==> src/rtl/fva_pkg.sv <==
`default_nettype none
package fva_pkg;
  localparam int NUM_JOINTS = 4;
  localparam int JW = $clog2(NUM_JOINTS);
  localparam logic [19:0] US_PER_S = 20'd1000000;
  localparam int ALPHA_BITS = 30;

  localparam logic [0:0] CFG_TAU = 1'b0;
  localparam logic [0:0] CFG_BYPASS = 1'b1;

  typedef logic signed [31:0] word_t;
  typedef word_t [NUM_JOINTS-1:0] joint_vec_t;

  typedef struct packed {
    logic start_req;
    logic [31:0] time_us;
    joint_vec_t pos;
  } in_item_t;

  typedef struct packed {
    joint_vec_t vel;
    joint_vec_t acc;
    logic last;
    logic interval_error;
  } out_item_t;

  function automatic word_t sat32(input logic signed [63:0] v);
    if (v > 64'sh7FFFFFFF) return 32'sh7FFFFFFF;
    if (v < -64'sh80000000) return -32'sh80000000;
    return v[31:0];
  endfunction
endpackage
`default_nettype wire

==> src/rtl/fva_div.sv <==
`default_nettype none
// Restoring divider: 64-bit unsigned numerator by 33-bit divisor, one bit a cycle.
module fva_div
  import fva_pkg::*;
(
  input  wire logic        clk,
  input  wire logic        rst_n,
  input  wire logic        start,
  input  wire logic [63:0] num,
  input  wire logic [32:0] den,
  output logic             done,
  output logic [63:0]      quo
);
  logic [63:0] quo_r, quo_nxt;
  logic [33:0] rem_r, rem_nxt;
  logic [32:0] den_r, den_nxt;
  logic [6:0]  cnt_r, cnt_nxt;
  logic        busy_r, busy_nxt;
  logic [33:0] trial;
  logic [33:0] shifted;

  assign shifted = {rem_r[32:0], quo_r[63]};
  assign trial   = shifted - {1'b0, den_r};

  always_comb begin
    quo_nxt  = quo_r;
    rem_nxt  = rem_r;
    den_nxt  = den_r;
    cnt_nxt  = cnt_r;
    busy_nxt = busy_r;
    done     = 1'b0;
    if (start) begin
      quo_nxt  = num;
      rem_nxt  = '0;
      den_nxt  = den;
      cnt_nxt  = 7'd64;
      busy_nxt = 1'b1;
    end else if (busy_r) begin
      if (!trial[33]) begin
        rem_nxt = trial;
        quo_nxt = {quo_r[62:0], 1'b1};
      end else begin
        rem_nxt = shifted;
        quo_nxt = {quo_r[62:0], 1'b0};
      end
      cnt_nxt = cnt_r - 7'd1;
      if (cnt_r == 7'd1) begin
        busy_nxt = 1'b0;
        done     = 1'b1;
      end
    end
  end

  always_ff @(posedge clk) begin
    if (!rst_n) begin
      busy_r <= 1'b0;
      cnt_r  <= '0;
    end else begin
      busy_r <= busy_nxt;
      cnt_r  <= cnt_nxt;
    end
    quo_r <= quo_nxt;
    rem_r <= rem_nxt;
    den_r <= den_nxt;
  end

  assign quo = quo_nxt;
endmodule
`default_nettype wire

==> config.mk <==
export PLATFORM = sky130hd
export DESIGN_NAME = fva_div
export DESIGN_NICKNAME = d
export VERILOG_FILES = /design/src/rtl/fva_pkg.sv /design/src/rtl/fva_div.sv
export SDC_FILE = /design/constraint.sdc
export NUM_CORES = 1
export LEC_CHECK = 0
export ABC_AREA = 1
export BUFFER_PORTS_ARGS = -buffer_cell sky130_fd_sc_hd__buf_2
export CORE_MARGIN = 8
export CORE_UTILIZATION = 40
export CTS_BUF_LIST = sky130_fd_sc_hd__clkbuf_4 sky130_fd_sc_hd__clkbuf_8 sky130_fd_sc_hd__clkbuf_16
export DETAILED_ROUTE_END_ITERATION = 8
export GPL_ROUTABILITY_DRIVEN = 0
export PLACE_DENSITY = 0.72
export SYNTH_ARGS = -nofsm -noshare
export SYNTH_HDL_FRONTEND = slang
export SYNTH_SLANG_ARGS = --single-unit
==> constraint.sdc <==
create_clock -name clk -period 3.45 [get_ports clk]
set_clock_uncertainty 0.1 [all_clocks]
set_input_delay 0.69 -clock clk [delete_from_list [all_inputs] [get_ports clk]]
set_output_delay 0.69 -clock clk [all_outputs]
set_load 0.005 [all_outputs]
Word level (Yosys, flattened, before mapping)
Index checks and enable logic that the tools add are counted.
{"block": "classes", "addsub": 2, "n_eq_ne": 1, "mux": 12, "bitwise": 1, "reduce_logical": 2}
{"cell": "64-bit 2-to-1 mux", "n": 2}
{"cell": "34-bit by 33-bit subtractor with 34-bit output", "n": 1}
{"cell": "33-bit 2-to-1 mux", "n": 1}
{"cell": "7-bit 2-to-1 mux", "n": 2}
{"cell": "7-bit by 1-bit equality test with 1-bit output, second input constant", "n": 1}
{"cell": "1-bit 2-to-1 mux", "n": 7}
{"cell": "7-bit by 1-bit subtractor with 7-bit output, second input constant", "n": 1}
{"cell": "2-bit nonzero test", "n": 1}
{"cell": "2-bit OR reduction", "n": 1}
{"cell": "1-bit inverter", "n": 1}
{"block": "word_totals", "register_bits": 138, "in_bits": 100, "output_inout_bits": 65, "wordCells": 24}

Depth between registers and ports, before layout
Gate-level depths: netlist (run 1).
{"block": "depth", "ltp_word": 4, "depth_mapped": 19}

Least setup slack after synthesis (run 1)
Ideal clock, no wire load.
{"block": "synth_path", "path_kind": "register -> output", "start": "reg den_r[24]", "end": "out quo[0]", "arrival_time_ns": 1.929, "required_time_ns": 2.660, "slack_ns": 0.731, "path_stages_with_launch": 15, "n_path_buf": 1, "cell_sequence": "edfxtp_1 inv_1 ha_1 nand2_2 inv_2 nand2_1 nand3_2 a21oi_2 nor2_2 nor2_8 nand3_4 nand2_8 buf_12 nor2_1 o21ai_1"}
{"block": "synth_via", "elab_chain_len": 4}
{"element": "start, declared", "line": "fva_div.sv:16", "source": "logic [32:0] den_r, den_nxt;"}
{"element": "start signal, assigned", "line": "fva_div.sv:64", "source": "den_r <= den_nxt;"}
{"element": "34-bit by 33-bit subtractor with 34-bit output", "line": "fva_div.sv:23", "source": "assign trial = shifted - {1'b0, den_r};"}
{"element": "1-bit 2-to-1 mux", "line": "fva_div.sv:39", "source": "if (!trial[33]) begin"}
{"element": "64-bit 2-to-1 mux", "line": "fva_div.sv:38", "source": "end else if (busy_r) begin"}
{"element": "64-bit 2-to-1 mux", "line": "fva_div.sv:32", "source": "if (start) begin"}
{"element": "end, declared", "line": "fva_div.sv:12", "source": "output logic [63:0] quo"}
No other way between the ends.

Worst setup path in the final report (run 1)
{"block": "layout_path", "start": "reg den_r[19]", "end": "out quo[0]"}
The elaborated chain is that of the path after synthesis.

==> impl_metrics.csv, run 1 <==
group,metric,value,unit
layout,area_growth,19.47,%
yosys,synth_area_leaders,"dfxtp_1 (24%), nand2_1 (14%), edfxtp_1 (11%)",
hold_path,hold_start,"den[27]",
critical_path,path_class,"reg2out",
yosys,synth_top_area_share,24.03,%
global_route,globalRoute.totalOverflow,0,
global_route,grt_pass1_wl,42.16,mm
clock_network,cts.clk_slew.worst_paths,0.07,ns
place,dpl_cell_area,9798,um^2
yosys,synthMostInstantiatedCell,"nand2_1",
layout,drive_gt1_share,22.88,%
routing,maxUsedRoutingLayer,"met5",
yosys,synthArstFlopShare,0,%
clock_network,htree_levels,4,
sta,tightest_slew,0.7364,ns
routing,via_count,8453,
critical_path,startpoint_type,"register",
floorplan,die-area,26860,um^2
sta,relSlewSlack,50.91,%
critical_path,startpoint,"den_r[19]",
sta,rsz0062_at_grt,"false",
critical_path,required,2.66,ns
yosys,ys_seq_area_share,35.36,%
floorplan,die-width,163.9,um
place,dp.cells,1669,
clock_network,clock_latency,0.43,ns
routing,wl_per_cell,15.16,um
global_route,grt_pass1_vias,8695,
yosys,syn-instance-count,1258,
sta,clock.fmax,302.8,MHz
critical_path,crit_path_max_fanout,4,
yosys,ys_warn_count,0,
layout,layout.nets,1548,
critical_path,reg2reg_from,"den_r[22]",
layout,final_cell_area,10450,um^2
yosys,synth_area_leader_cell,"dfxtp_1",
floorplan,io_pins,165,
yosys,synth.distinct_cells,39,
clock_network,cts_made_buffers,17,
yosys,ys.flop_type,"dfxtp_1",
status,status,"completed",
clock_network,cts_tree,"yes",
layout,nFillCells,2173,
floorplan,dieHeight,163.9,um
yosys,synth_seq_cells,138,
clock_network,clkSinkCount,138,
yosys,synth_edf_count,33,
critical_path,endpoint_kind,"primary output",
pwr,power.density,434.3,nW/um^2
run,max-cap-violations,0,
sta,drv_slew,0,
floorplan,rows,54,
layout,instances_no_fill,1706,
routing,drc,0,
routing,finalWirelength,25.86,mm
floorplan,core,21620,um^2
global_route,grt_max_degree,101,
sta,fin_crit,3.303,ns
sta,period_share,95.73,%
sta,setup_viol,0,
critical_path,cp.arrival,2.51,ns
global_route,antenna_found_initial,3,
routing,ant_nets,0,
pwr,total_power,4.539,mW
yosys,synth_fp_nets,1394,
yosys,avgSynthCellArea,6.953,um^2
sta,finalSetupTns,0,ns
routing,wl_met1,11.08,mm
yosys,synth_commonest_cells,"nand2_1 (333), inv_1 (205), o21ai_0 (130)",
place,portBuffers,164,
pwr,leakagePower,5.408,nW
routing,first_pass_iters,6,
sta,hold_violations,0,
global_route,track_usage,19.28,%
routing,initialDrtViolationCount,617,
routing,wl_met2,11.94,mm
place,hpwl,18.88,mm
routing,viasPerCell,4.955,
routing,wl_met3,2.300,mm
hold_path,min_path_type,"in2reg",
yosys,synth_area,8747,um^2
clock_network,cts_buffer_depth,2,
pwr,peakVddDrop,0.3593,mV
clock_network,clockRootBuffer,"clkbuf_16",
floorplan,start_util,40.46,%
## power by group
group	total [mW]	switching [mW]	internal (mW)
registers	1.85	0.0622	1.79
clock network	1.85	0.833	1.01
logic	0.838	0.533	0.305
total	4.54	1.43	3.11
## placed cells by master (no fill, tap or decap), types with 3 or more instances in the layout
master,n
a21oi_1,31
a21oi_2,27
buf_12,3
buf_2,163
buf_4,14
clkbuf_16,18
clkinv_4,3
dfxtp_1,104
edfxtp_1,33
ha_1,31
ha_2,3
inv_1,205
inv_2,7
inv_6,6
inv_8,3
nand2_1,332
nand2_2,15
nand2_4,24
nand3_1,69
nand3_2,22
nand3b_1,3
nand4_1,5
nor2_1,115
nor2_2,7
nor3_1,7
o21ai_0,130
o21bai_1,6
xnor2_1,4
xor2_1,15
## flip-flops by register name, summed over array words and instances (netlist names)
| signal | count |
|---|---|
| busy_r | 1 |
| cnt_r | 7 |
| rem_r | 33 |
| den_r | 33 |
| quo_r | 64 |
## routing by layer
| layer | up-vias | global-route usage [%] |
|---|---|---|
| met5 | - | 0 |
| met4 | 4 | 5.868 |
| met3 | 54 | 6.391 |
| met2 | 326 | 31.78 |
| met1 | 3818 | 23.48 |
| li1 | 4251 | - |
## worst max-delay path, cell delays in order (launching register included)
cell and delay [ns]:
edfxtp_1 0.36, inv_1 0.07, ha_1 0.29, nand2_2 0.13
inv_1 0.05, nand2_1 0.05, nand2_1 0.10, a21oi_2 0.25
nor2_2 0.10, nor2_8 0.13, nand2_4 0.10, nand2_8 0.11
nand2_8 0.05, nor2_2 0.09, o21ai_1 0.07, buf_2 0.14
## worst paths after layout
path / to / slack (ns) / cells past startpoint
max: quo[0] / 0.15 / 15
min: den_r[27] / 0.33 / 1
max reg2reg: rem_r[32] / 0.58 / 14
min reg2reg: cnt_r[6] / 0.38 / 2
## stage by stage
stage | hold slack, ns | setup slack, ns | utilization [%]
after global routing | 0.3196 | 0.004267 | 48.32
after detailed placement | 0.3694 | 0.4946 | 45.32
after floorplan | 0.3464 | 0.7307 | -
after CTS | 0.3235 | 0.002497 | 48.02
final | 0.3341 | 0.1475 | 48.33
after global placement | 0.3610 | 0.5253 | 45.32
## timing repair
action	CTS	global route
resized for setup	0	8
buffers inserted	0	3
endpoints found under the setup margin	0	1
hold buffers	0	0
## layout make-up
type	instances	area [um^2]	share of cell area [%]
clock inverters	13	120.1	1.149
clock buffers	19	464.2	4.442
flip-flops and latches	138	3097	29.63
well taps	280	350.3	3.352
inverters	212	795.8	7.615
repair buffers	180	980.9	9.387
multi-input cells	863	4639	44.40
diodes	1	2.502	0.02395
## kinds of logic after synthesis
kind of cell	Yosys count	synth area share [%]
AO/OA/AOI/OAI	198	12.67
flip-flops	138	35.36
XOR/XNOR	19	1.902
AND/OR/NAND/NOR	609	32.74
buffers and inverters	258	12.09
adder cells (fa/ha/maj)	36	5.235
Note: power is estimated with default switching activity, not from simulation.
==> run 2: changes to the inputs <==
--- a/config.mk
+++ b/config.mk
@@ -7,7 +7,7 @@
 export LEC_CHECK = 0
 export ABC_AREA = 1
 export BUFFER_PORTS_ARGS = -buffer_cell sky130_fd_sc_hd__buf_2
-export CORE_MARGIN = 8
+export CORE_MARGIN = 3
 export CORE_UTILIZATION = 40
 export CTS_BUF_LIST = sky130_fd_sc_hd__clkbuf_4 sky130_fd_sc_hd__clkbuf_8 sky130_fd_sc_hd__clkbuf_16
 export DETAILED_ROUTE_END_ITERATION = 8
==> run 2 against run 1 <==
Total power decreased by 0.50%. Routed wire length down 6.7%. Fmax up 1.1%. Hold slack got worse by 0.0021 ns. Highest routed layer unchanged.
==> impl_metrics.csv, run 2 (synthesized netlist as in run 1, its figures left out) <==
group,metric,value,unit
sta,period_share,94.65,%
routing,first_pass_iters,5,
hold_path,hold_start,"den[24]",
pwr,leakagePower,5.396,nW
floorplan,rows,53,
routing,via_count,8419,
clock_network,cts_hold_buf,0,
routing,viasPerCell,4.955,
hold_path,min_path_type,"in2reg",
sta,finalSetupTns,0,ns
clock_network,cts.clk_slew.worst_paths,0.07,ns
layout,drive_gt1_share,23.19,%
sta,setup_viol,0,
floorplan,core,21220,um^2
sta,clock.fmax,306.2,MHz
clock_network,clkSinkCount,138,
status,status,"completed",
routing,drc,0,
clock_network,htree_levels,4,
place,portBuffers,164,
critical_path,endpoint_kind,"primary output",
floorplan,die-width,153.9,um
clock_network,clock_latency,0.43,ns
global_route,grt_pass1_wl,39.50,mm
floorplan,die-area,23680,um^2
global_route,globalRoute.totalOverflow,0,
floorplan,start_util,41.22,%
layout,nFillCells,2123,
layout,reg_top3,"quo_r: 64 flops, den_r: 33 flops, rem_r: 33 flops",
clock_network,cts_made_buffers,17,
sta,rsz0062_at_grt,"false",
critical_path,startpoint,"den_r[22]",
layout,mostFrequentLayoutCells,"nand2_1 (332), inv_1 (205), buf_2 (163)",
layout,fin_util,49.56,%
sta,hold_violations,0,
clock_network,cts_buffer_depth,2,
global_route,track_usage,20.20,%
critical_path,crit_path_max_fanout,5,
routing,finalWirelength,24.11,mm
global_route,grt_pass1_vias,8232,
sta,relSlewSlack,51.45,%
clock_network,clockRootBuffer,"clkbuf_16",
sta,fin_crit,3.265,ns
routing,ant_nets,0,
pwr,power.density,429.4,nW/um^2
layout,layout.nets,1546,
critical_path,reg2regPathDepth,16,
global_route,antenna_found_initial,2,
hold_path,min_path_cells,1,
floorplan,io_pins,165,
floorplan,dieHeight,153.9,um
critical_path,reg2reg_from,"den_r[13]",
critical_path,required,2.66,ns
critical_path,path_class,"reg2out",
critical_path,cp.arrival,2.48,ns
layout,area_growth,20.24,%
routing,wl_per_cell,14.19,um
sta,drv_slew,0,
place,hpwl,17.17,mm
layout,largest_reg_flops,64,
routing,initialDrtViolationCount,448,
sta,hold_ws,0.3320,ns
global_route,grt_max_degree,77,
run,max-cap-violations,0,
pwr,peakVddDrop,0.3513,mV
clock_network,cts_tree,"yes",
critical_path,startpoint_type,"register",
sta,tightest_slew,0.7282,ns
layout,regMostFlops,"quo_r",
layout,final_common_cell,"nand2_1",
## run 2: changes by cell type in the layout (fill, tap and decap cells not counted), moves of 2 or more
cell      change
clkinv_8      +2
ha_1          -4
ha_2          -3
ha_4          +7
inv_6         -2
inv_8         +2
nor2_2        -2
nor2_4        +2
## run 2: final timing paths
path	to	slack (ns)
hold reg to reg	rem_r[27]	0.40
setup reg to reg	rem_r[0]	0.65
hold / removal	den_r[24]	0.33
setup / recovery	quo[0]	0.18
## run 2: worst max-delay path, stage by stage (launching register included)
cell and delay, ns:
edfxtp_1 0.36, inv_1 0.09, ha_1 0.29, nand2_1 0.10, nand2_1 0.08, nand2_1 0.08, nand3_2 0.08, a21oi_2 0.20
nor2_4 0.07, nor2_8 0.12, nand2_4 0.10, nand2_8 0.10, nand2_8 0.05, nor2_2 0.11, o21ai_2 0.07, buf_2 0.13
## run 2: final cells by class
class / instances / area [um^2] / area share [%]
Inverter: 212 / 795.8 / 7.566
Sequential cell: 138 / 3097 / 29.44
Clock buffer: 18 / 439.2 / 4.176
Tap cell: 275 / 344.1 / 3.271
Timing Repair Buffer: 178 / 953.4 / 9.065
Multi-Input combinational cell: 863 / 4737 / 45.04
Antenna cell: 1 / 2.502 / 0.02379
Clock inverter: 14 / 148.9 / 1.416
## run 2: power breakdown
| part | internal, mW | switching, mW | leakage (nW) |
|---|---|---|---|
| clock network | 0.986 | 0.849 | 0.287 |
| registers | 1.79 | 0.0600 | 1.20 |
| logic | 0.308 | 0.522 | 3.91 |
| total | 3.08 | 1.43 | 5.40 |
## run 2: metrics by stage
stage | std cells | setup slack, ns | cell area, um^2 | power (mW)
CTS | 1696 | 0.08917 | 10390 | 4.535
finish | 1699 | 0.1846 | 10520 | 4.516
global placement | 1662 | 0.5235 | 9764 | 2.682
floorplan | 1258 | 0.7307 | 8747 | 2.407
global route | 1698 | 0.004965 | 10520 | 4.746
detailed placement | 1662 | 0.4494 | 9764 | 2.690
## run 2: what timing repair did
item / CTS / global route
pin swaps: 2 / 2
gates cloned: 1 / 0
endpoints found under the setup margin: 1 / 1
gates resized for setup: 2 / 14
buffers inserted: 1 / 2
## run 2: per-layer routing
metal  global-route usage [%]  routed length [um]  vias to the layer above
met5                        0                  14                        -
met4                    7.149                 586                        4
met3                    6.164                1806                       54
met2                    34.05               11340                      292
met1                    24.47               10360                     3826
li1                         -                   -                     4243
==> run 3: changes to the inputs <==
--- a/config.mk
+++ b/config.mk
@@ -5,14 +5,14 @@
 export SDC_FILE = /design/constraint.sdc
 export NUM_CORES = 1
 export LEC_CHECK = 0
-export ABC_AREA = 1
 export BUFFER_PORTS_ARGS = -buffer_cell sky130_fd_sc_hd__buf_2
+export CAP_MARGIN = 20
 export CORE_MARGIN = 3
 export CORE_UTILIZATION = 40
 export CTS_BUF_LIST = sky130_fd_sc_hd__clkbuf_4 sky130_fd_sc_hd__clkbuf_8 sky130_fd_sc_hd__clkbuf_16
 export DETAILED_ROUTE_END_ITERATION = 8
 export GPL_ROUTABILITY_DRIVEN = 0
-export PLACE_DENSITY = 0.72
+export PLACE_DENSITY = 0.73
 export SYNTH_ARGS = -nofsm -noshare
 export SYNTH_HDL_FRONTEND = slang
 export SYNTH_SLANG_ARGS = --single-unit
==> run 3 against run 2 <==
The flow now finishes with violations (negative setup slack). Critical path type unchanged. Count of clock-buffer cells in the layout did not move. Total power up 4.3%. Utilization is 2.1 points higher. Highest routed layer unchanged. Critical path depth shrank 4.
==> impl_metrics.csv, run 3 <==
group,metric,value,unit
status,status,"finished with violations",
status,failed_checks,"negative setup slack",
floorplan,core,18150,um^2
yosys,synth_compound_area_share,17.30,%
layout,n_antenna_cell,0,
clock_network,cts_tree,"yes",
yosys,ys_seq_area_share,41.55,%
place,dp.cells,1169,
yosys,synthMuxAreaShare,11.83,%
critical_path,reg2reg_slack,0.27,ns
hold_path,min_path_type,"in2reg",
pwr,seq_power_share,40.6,%
floorplan,rows,49,
pwr,clkPwrFrac,36.7,%
layout,nFillCells,1672,
routing,first_pass_iters,5,
critical_path,cp_common_cell,"and2_4",
global_route,grt_pass1_vias,6271,
critical_path,path_class,"reg2out",
place,portBuffers,164,
routing,drc,0,
pwr,comb_power_share,22.7,%
clock_network,cts_hold_buf,0,
global_route,globalRoute.totalOverflow,0,
routing,finalWirelength,18.84,mm
floorplan,die-area,20280,um^2
clock_network,cts.clk_slew.worst_paths,0.06,ns
floorplan,dieHeight,142.4,um
yosys,synthMostInstantiatedCell,"dfxtp_1",
yosys,ys_warn_count,0,
yosys,synth_edf_count,33,
sta,period_share,100.0,%
layout,mostFrequentLayoutCells,"buf_2 (163), dfxtp_1 (103), nand2_1 (95)",
clock_network,cts_buffer_depth,2,
critical_path,endpoint_kind,"primary output",
yosys,synth_top_family_by_area,"compound AO/OA/AOI/OAI gates",
critical_path,critPathSlowestCell,"edfxtp_1",
yosys,synth_seq_cells,138,
yosys,synth_area,7443,um^2
global_route,track_usage,18.77,%
yosys,avgSynthCellArea,9.269,um^2
layout,fin_util,51.62,%
yosys,synthSimpleGateAreaFrac,13.85,%
sta,clock.fmax,289.7,MHz
critical_path,cp_cell_sequence,"inv_2 -> ha_4 -> and2_4 -> a2111oi_4 -> o21ai_2 -> and3_4 -> a211o_1 -> and2_4 -> mux2i_1 -> o21ai_1 -> buf_2",
critical_path,cp.arrival,2.66,ns
floorplan,start_util,41.02,%
run,max-cap-violations,0,
critical_path,reg2reg_from,"quo_r[63]",
yosys,syn-instance-count,803,
layout,drive_gt1_share,28.98,%
routing,initialDrtViolationCount,431,
global_route,grt_max_degree,80,
pwr,leakagePower,4.115,nW
yosys,ys.flop_type,"dfxtp_1",
place,hpwl,13.65,mm
clock_network,cts_made_buffers,17,
yosys,synth_commonest_cells,"dfxtp_1 (105), nand2_1 (95), mux2i_1 (88)",
yosys,synth_fp_nets,939,
critical_path,reg2reg_to,"rem_r[26]",
sta,hold_violations,0,
layout,area_growth,25.85,%
clock_network,clock_latency,0.43,ns
sta,rsz0062_at_grt,"true",
clock_network,clockRootBuffer,"clkbuf_16",
sta,tightest_slew,0.5607,ns
yosys,synthAdderAreaFrac,6.152,%
sta,relSlewSlack,62.62,%
pwr,power.density,503.0,nW/um^2
floorplan,die-width,142.4,um
routing,ant_nets,0,
floorplan,io_pins,165,
hold_path,hold_start,"den[7]",
yosys,synth_area_leader_cell,"dfxtp_1",
layout,regMostFlops,"quo_r",
yosys,synth.distinct_cells,66,
layout,layout.nets,1103,
critical_path,required,2.66,ns
pwr,p_int,3.271,mW
layout,final_common_cell,"buf_2",
layout,instances_no_fill,1209,
hold_path,min_path_cells,1,
yosys,synth_area_leaders,"dfxtp_1 (28%), edfxtp_1 (13%), mux2i_1 (12%)",
pwr,peakVddDrop,0.3324,mV
critical_path,crit_family,"compound AO/OA/AOI/OAI gates",
critical_path,reg2regPathDepth,13,
layout,largest_reg_flops,64,
layout,reg_top3,"quo_r: 64 flops, den_r: 33 flops, rem_r: 33 flops",
yosys,synth-xor-area-share,4.118,%
clock_network,htree_levels,4,
global_route,grt_pass1_wl,30.52,mm
sta,layout_setup_ws,-0.001314,ns
yosys,synth_top_area_share,28.24,%
routing,wl_per_cell,15.59,um
sta,setup_viol,1,
global_route,antenna_found_initial,2,
routing,viasPerCell,5.231,
routing,via_count,6324,
clock_network,clkSinkCount,138,
pwr,switching_power,1.441,mW
sta,drv_slew,0,
critical_path,startpoint_type,"register",
sta,fin_crit,3.451,ns
yosys,synthArstFlopShare,0,%
pwr,switching_share,30.58,%
critical_path,crit_path_max_fanout,6,
sta,finalSetupTns,-0.001314,ns
hold_path,hold_path_end,"den_r[7]",
critical_path,cp.buffers_inverters,2,
critical_path,max_stage_delay,0.37,ns
==> run 3: cell count changes in the layout (fill, tap and decap cells not counted), sizes merged, moves of 15 or more <==
cell / previous run / this run
buf: 178 / 193
mux2i: 0 / 88
xnor2: 4 / 20
nand2: 373 / 95
a211oi: 1 / 29
nor2: 125 / 52
o21ai: 132 / 86
nand3: 92 / 5
inv: 221 / 52
a21oi: 58 / 31
==> run 3: metal layers <==
| metal | global-route usage (%) | routed length (um) | vias up |
|---|---|---|---|
| met4 | 4.902 | 224 | 4 |
| met2 | 32.25 | 9026 | 209 |
| li1 | - | - | 3195 |
| met1 | 22.08 | 8085 | 2890 |
| met3 | 7.157 | 1479 | 26 |
| met5 | 0 | 27 | - |
==> run 3: kinds of logic (layout without fill, tap and decap cells) <==
| group | after synthesis | count (layout) |
|---|---|---|
| AO/OA/AOI/OAI | 201 | 201 |
| AND/OR/NAND/NOR | 216 | 216 |
| adder cells (fa/ha/maj) | 36 | 36 |
| multiplexers | 88 | 88 |
| flip-flops | 138 | 138 |
| buffers and inverters | 89 | 266 |
| XOR/XNOR | 35 | 35 |
==> run 3: worst max path at each step <==
stage | startpoint | to | slack [ns] | cells past startpoint
final | den_r[20] | quo[0] | -0.001 | 11
after global routing | den_r[1] | quo[0] | -0.15 | 12
after CTS | den_r[19] | quo[0] | -0.02 | 11
after detailed placement | den_r[1] | quo[0] | 0.26 | 12
after global placement | den_r[26] | quo[0] | 0.29 | 11
after floorplan | den_r[18] | quo[0] | 0.23 | 12
==> run 3: through the flow <==
step | cell area, um^2 | total power, mW | hold slack (ns) | worst slack [ns]
6_report | 9368 | 4.712 | 0.3317 | -0.001314
5_1_grt | 9368 | 4.978 | 0.3122 | -0.1470
4_1_cts | 9270 | 4.728 | 0.3149 | -0.01836
3_5_place_dp | 8498 | 2.922 | 0.3901 | 0.2552
3_3_place_gp | 8498 | 2.910 | 0.3822 | 0.2851
2_1_floorplan | 7443 | 2.600 | 0.3685 | 0.2270
==> run 3: power by group through the flow <==
stage	Combinational, mW	Clock, mW	Sequential [mW]
global placement	0.975	0	1.94
floorplan	0.694	0	1.91
global route	1.19	1.86	1.93
detailed placement	0.981	0	1.94
finish	1.07	1.73	1.91
CTS	1.04	1.78	1.91
==> run 3: cell type report <==
type	count	area, um^2	area share, %
clock buffer	18	432.9	4.621
tap	229	286.5	3.059
timing repair buffer	193	1057	11.29
inverter	41	153.9	1.643
sequential	138	3098	33.07
clock inverter	14	120.1	1.282
multi-input combinational	576	4219	45.04
==> run 3: timing repair <==
item / in CTS / in global routing
resized for setup: 34 / 17
buffers inserted: 7 / 1
setup endpoints to repair: 1 / 1
pin swaps: 16 / 10
